## config.mk

```make
export PLATFORM = sky130hd
export DESIGN_NAME = psfrm_div
export DESIGN_NICKNAME = d
export VERILOG_FILES = /design/src/hw/rtl/psfrm_pkg.sv /design/src/hw/rtl/psfrm_div.sv
export SDC_FILE = /design/constraint.sdc
export NUM_CORES = 1
export LEC_CHECK = 0
export BUFFER_PORTS_ARGS = -buffer_cell sky130_fd_sc_hd__buf_2
export CAP_MARGIN = 40
export CORE_MARGIN = 2
export CORE_UTILIZATION = 50
export DETAILED_ROUTE_END_ITERATION = 7
export GPL_ROUTABILITY_DRIVEN = 0
export PLACE_DENSITY_LB_ADDON = 0.1
export REMOVE_ABC_BUFFERS = 1
export SLEW_MARGIN = 40
export SYNTH_ARGS = -nofsm -noshare
export SYNTH_HDL_FRONTEND = slang
export SYNTH_SLANG_ARGS = --single-unit
```

## constraint.sdc

```tcl
create_clock -name i_clk -period 2.9 [get_ports i_clk]
set_clock_uncertainty 0.15 [all_clocks]
set_input_delay 0.29 -clock i_clk [delete_from_list [all_inputs] [get_ports i_clk]]
set_output_delay 0.29 -clock i_clk [all_outputs]
set_load 0.02 [all_outputs]
```

## src/hw/rtl/psfrm_pkg.sv

```systemverilog
// Shared types and constants of the per-source flow rate meter.
// Table entry layout, FSM states, config register indexes, result record.
// No dependencies.
package psfrm_pkg;

    // Table geometry: bucket = low address bits, slot = bucket * WAYS + way.
    localparam int BUCKETS = 8192;
    localparam int WAYS    = 4;
    localparam int BKT_W   = $clog2(BUCKETS);

    // Iterative divider geometry: 32-bit dividend, divisor is the 12-bit interval.
    localparam int DIV_N = 32;
    localparam int DIV_D = 12;

    localparam int CFG_IDX_W  = 3;
    localparam int CFG_DATA_W = 22;

    localparam logic [CFG_IDX_W-1:0] REG_INTERVAL = 3'd0;
    localparam logic [CFG_IDX_W-1:0] REG_IDLE_EXT = 3'd1;
    localparam logic [CFG_IDX_W-1:0] REG_TICKS    = 3'd2;
    localparam logic [CFG_IDX_W-1:0] REG_LIMIT    = 3'd3;
    localparam logic [CFG_IDX_W-1:0] REG_RATE_WRN = 3'd4;
    localparam logic [CFG_IDX_W-1:0] REG_INC_WRN  = 3'd5;

    localparam logic [11:0] INTERVAL_RST = 12'd60;
    localparam logic [11:0] IDLE_EXT_RST = 12'd30;
    localparam logic [13:0] TICKS_RST    = 14'd100;
    localparam logic [15:0] LIMIT_RST    = 16'd32768;
    localparam logic [21:0] RATE_WRN_RST = 22'd2048;
    localparam logic [15:0] INC_WRN_RST  = 16'd512;

    localparam logic OP_PACKET = 1'b0;
    localparam logic OP_SWEEP  = 1'b1;

    // Exempt sources: loopback /8, the all-zero address and the 10.251/16 management net.
    localparam logic [7:0]  LOOPBACK_NET = 8'd127;
    localparam logic [15:0] MGMT_NET     = {8'd10, 8'd251};

    // 1024 and 1024*1024 as shifts
    localparam int KIB_SH = 10;
    localparam int MIB_SH = 20;

    typedef struct packed {
        logic        valid;
        logic [31:0] key;
        logic [31:0] last;
        logic [31:0] ibytes;
        logic [39:0] inc;
        logic [31:0] pkts;
        logic [47:0] bytes;
        logic [31:0] ralm;
        logic [31:0] ialm;
    } t_entry;

    typedef struct packed {
        logic        verdict;
        logic        table_full;
        logic        slot_valid;
        logic        evicted;
        logic [31:0] entry_address;
        logic [31:0] rate;
        logic        rate_alarm;
        logic        increase_alarm;
        logic [31:0] rate_alarm_count;
        logic [31:0] increase_alarm_count;
        logic [31:0] total_packets;
        logic [47:0] total_bytes;
    } t_result;

    typedef enum logic [2:0] {
        ST_CLEAR,
        ST_IDLE,
        ST_READ,
        ST_EVAL,
        ST_RDIV
    } t_state;

    function automatic logic is_exempt(input logic [31:0] a);
        is_exempt = (a[31:24] == LOOPBACK_NET) || (a == 32'd0) || (a[31:16] == MGMT_NET);
    endfunction

    function automatic logic [31:0] sat_inc32(input logic [31:0] v);
        sat_inc32 = (v == 32'hFFFF_FFFF) ? v : v + 32'd1;
    endfunction

endpackage

```

## src/hw/rtl/psfrm_div.sv

```systemverilog
// Restoring divider, one quotient bit per cycle.
// Used for the sweep rate. Uses psfrm_pkg.
module psfrm_div import psfrm_pkg::*; (
    input  logic             i_clk,
    input  logic             i_rst_n,
    input  logic             i_start,
    input  logic [DIV_N-1:0] i_dividend,
    input  logic [DIV_D-1:0] i_divisor,
    output logic             o_done,
    output logic [DIV_N-1:0] o_quo
);

    localparam int CNT_W = $clog2(DIV_N);

    logic             r_busy, n_busy;
    logic             r_done, n_done;
    logic [CNT_W-1:0] r_cnt, n_cnt;
    logic [DIV_N-1:0] r_quo, n_quo;
    logic [DIV_D-1:0] r_rem, n_rem;
    logic [DIV_D-1:0] r_dvs, n_dvs;
    logic [DIV_D:0]   shifted, trial;

    always_comb begin
        n_busy  = r_busy;
        n_done  = 1'b0;
        n_cnt   = r_cnt;
        n_quo   = r_quo;
        n_rem   = r_rem;
        n_dvs   = r_dvs;
        shifted = {r_rem, r_quo[DIV_N-1]};
        trial   = shifted - {1'b0, r_dvs};
        if (i_start) begin
            n_busy = 1'b1;
            n_cnt  = '0;
            n_quo  = i_dividend;
            n_rem  = '0;
            n_dvs  = i_divisor;
        end else if (r_busy) begin
            if (!trial[DIV_D]) begin
                n_rem = trial[DIV_D-1:0];
                n_quo = {r_quo[DIV_N-2:0], 1'b1};
            end else begin
                n_rem = shifted[DIV_D-1:0];
                n_quo = {r_quo[DIV_N-2:0], 1'b0};
            end
            n_cnt = r_cnt + 1'b1;
            if (r_cnt == CNT_W'(DIV_N - 1)) begin
                n_busy = 1'b0;
                n_done = 1'b1;
            end
        end
    end

    always_ff @(posedge i_clk) begin
        if (!i_rst_n) begin
            r_busy <= 1'b0;
            r_done <= 1'b0;
            r_cnt  <= '0;
        end else begin
            r_busy <= n_busy;
            r_done <= n_done;
            r_cnt  <= n_cnt;
        end
        r_quo <= n_quo;
        r_rem <= n_rem;
        r_dvs <= n_dvs;
    end

    assign o_done = r_done;
    assign o_quo  = r_quo;

endmodule

```

==> flow_metrics.py <==
metrics = {
    "min_path": {
        "min_path_cells": 2,
        "min_to": "r_busy",
        "min_from": "i_rst_n",
        "min_path_type": "in2reg",
    },
    "critical_path": {
        "cp.arrival_ns": 2.91,
        "worstRegToRegCells": 9,
        "worstSetupEndpointType": "register",
        "r2r_start": "o_quo[31]",
        "reg2reg_slack_ns": 0.10,
        "r2r-end": "r_rem[1]",
        "required_ns": 3.01,
        "path_class": "reg2reg",
        "cp_max_fo": 11,
        "start_kind": "register",
    },
    "grt": {
        "gr-usage-all-layers_pct": 19.6,
        "antenna_found_initial": 0,
        "grt_overflow": 0,
        "grt_pass1_vias": 2530,
        "grt_pass1_wl_um": 11100,
        "grt_max_degree": 35,
    },
    "clocking": {
        "cts.path.max_buffers": 2,
        "clock-sinks": 63,
        "cts_tree": "done",
        "cts_buffers": 9,
        "cts_max_level": 3,
        "cts-root-buf": "clkbuf_8",
        "clk_pin_slew_worst_paths_ns": 0.07,
        "insertion_delay_ns": 0.33,
        "cts_setup_buffers": 0,
    },
    "power_and_ir_drop": {
        "ir_worst_vdd_v": 0.000303,
        "p_per_area_nw_per_um2": 617,
        "leakagePower_nw": 1.70,
        "power_w": 0.00254,
    },
    "timing": {
        "setup_tns_ns": 0,
        "drv_slew": 0,
        "rsz0062_at_grt": "no",
        "finalHoldViolations": 0,
        "setup_viol_count_final": 0,
        "max_freq_mhz": 357,
        "fin_crit_sh_pct": 96.5,
        "slew-limit-headroom_pct": 50.0,
        "worstMarginPinSlew_ns": 0.750,
        "period_minus_slack_ns": 2.80,
    },
    "placed_design": {
        "port_buffers": 79,
        "dpl.hpwl_um": 4680,
    },
    "drt": {
        "drt-total-wl_um": 6840,
        "first_iter_violations": 106,
        "ant_nets": 0,
        "dr.pass1.iters": 4,
        "routedWlPerCell_um": 14.9,
        "drc": 0,
        "vias_per_cell": 5.41,
        "vias": 2482,
    },
    "outcome": {
        "outcome": "finished clean",
    },
    "final_layout": {
        "layout_common_cells": "79 x buf_2, 44 x edfxtp_1, 31 x mux2_2",
        "multi_input_area_um2": 1490,
        "fillers": 499,
        "seq_area_um2": 1700,
        "area_growth_pct": 24.2,
        "drive_gt1_share_pct": 36.9,
        "nets": 440,
        "final_common_cell": "buf_2",
        "diodes": 0,
    },
    "die": {
        "dieWidth_um": 85.3,
        "core_region_area_um2": 6390,
        "rows": 29,
        "io-pin-count": 80,
        "floorplan.die.height_um": 85.3,
        "fp.dieArea_um2": 7280,
        "start_util_pct": 51.8,
    },
    "flow_run": {
        "drv_cap": 0,
    },
    "synthesis": {
        "synth.avg_cell_area_um2": 11.5,
        "netlist_area_um2": 3310,
        "synth.top_cell.area_share_pct": 40.0,
        "async_flop_share_pct": 0,
        "synth_cell_type_count": 50,
        "ys_ff_latch": 63,
        "ys.warnings.count": 0,
        "yosys.area.top_type": "edfxtp_1",
        "synth-edff-count": 44,
        "syn_inst": 287,
        "seq_area_frac_synth_pct": 51.5,
        "yosys_most_used_dff": "edfxtp_1",
        "synthTopCellsByArea": "edfxtp_1 40%, dfxtp_1 12%, mux2_2 11%",
    },
}
## critical path, stage by stage (launching register included)
cell,delay (ns)
edfxtp_1,0.37
inv_1,0.06
ha_1,0.22
fa_1,0.41
nand2b_1,0.21
a211oi_4,0.28
nor2_2,0.13
a31o_4,0.30
or4_4,0.52
o221ai_2,0.07
## synthesized netlist by cell type, types with 9 or more instances
cell type,count
mux2_2,31
nand2_1,11
ha_1,14
clkbuf_1,9
nand2b_1,9
edfxtp_1,44
o21ai_1,9
nand3_1,12
inv_1,15
a311oi_1,9
dfxtp_1,19
nor2_1,24
## metal layers
| layer | part of all wire [%] | up-vias | wire length [µm] | track usage, % |
|---|---|---|---|---|
| li1 | - | 1237 | - | - |
| met1 | 47 | 1148 | 3200 | 25.7 |
| met2 | 45 | 86 | 3080 | 28.7 |
| met3 | 6.7 | 11 | 459 | 6.32 |
| met4 | 1.5 | 0 | 105 | 10.7 |
| met5 | 0 | - | 0 | 0 |
## repair_timing
item                       in CTS  in global routing
hold buffers                   12                  0
hold endpoints to repair       12                  0
pin swaps                       0                  0
setup endpoints to repair       1                 10
cloned                          0                  0
gates resized for setup         1                  3
## worst max path at each step
stage	end	startpoint	cells after the start	slack, ns
after floorplan	r_rem[11]	o_quo[31]	9	0.09
after detailed placement	r_rem[1]	o_quo[31]	9	0.03
after global placement	r_rem[1]	o_quo[31]	9	0.1
final	r_rem[1]	o_quo[31]	9	0.10
after global routing	r_rem[1]	o_quo[31]	9	0.006
after CTS	r_rem[1]	o_quo[31]	9	0.04
## area by class of cell
class	count	share of cell area (%)
flip-flops and latches	63	41.4
repair buffers	97	13.7
clock inverters	5	1.80
clock buffers	10	3.11
inverters	15	1.37
multi-input cells	192	36.3
well taps	77	2.35
## flip-flops by register name, summed over array words and instances, names as in the netlist
register,cells
o_done,1
r_busy,1
r_rem,12
r_cnt,5
o_quo,32
r_dvs,12
## power breakdown
part,internal (W),total (W),switching (W)
clock,0.000474,0.000804,0.000331
sequential,0.00106,0.00111,0.0000468
combinational,0.000267,0.000623,0.000356
## cells by family after synthesis
logic type / Yosys count / synth area share (%)
adders and majority gates: 15 / 5.90
DFF: 63 / 51.5
xor gates and xnor gates: 9 / 2.38
buffers and inverters: 32 / 4.16
muxes: 35 / 11.8
AOI/OAI and AO/OA: 54 / 11.9
and+or+nand+nor: 79 / 12.4
## per-stage QoR
stage	cell area, µm²	util (%)	hold slack [ns]	worst slack [ns]	instances
6_report	4110	64.3	0.0430	0.102	459
5_1_grt	4110	64.3	0.0319	0.00589	459
4_1_cts	4080	63.9	0.0289	0.0410	459
3_5_place_dp	3760	58.9	0.318	0.0266	432
3_3_place_gp	3760	58.9	0.318	0.0995	432
2_1_floorplan	3230	-	0.212	0.0906	270
No activity file was read; power rests on OpenSTA's default activity.
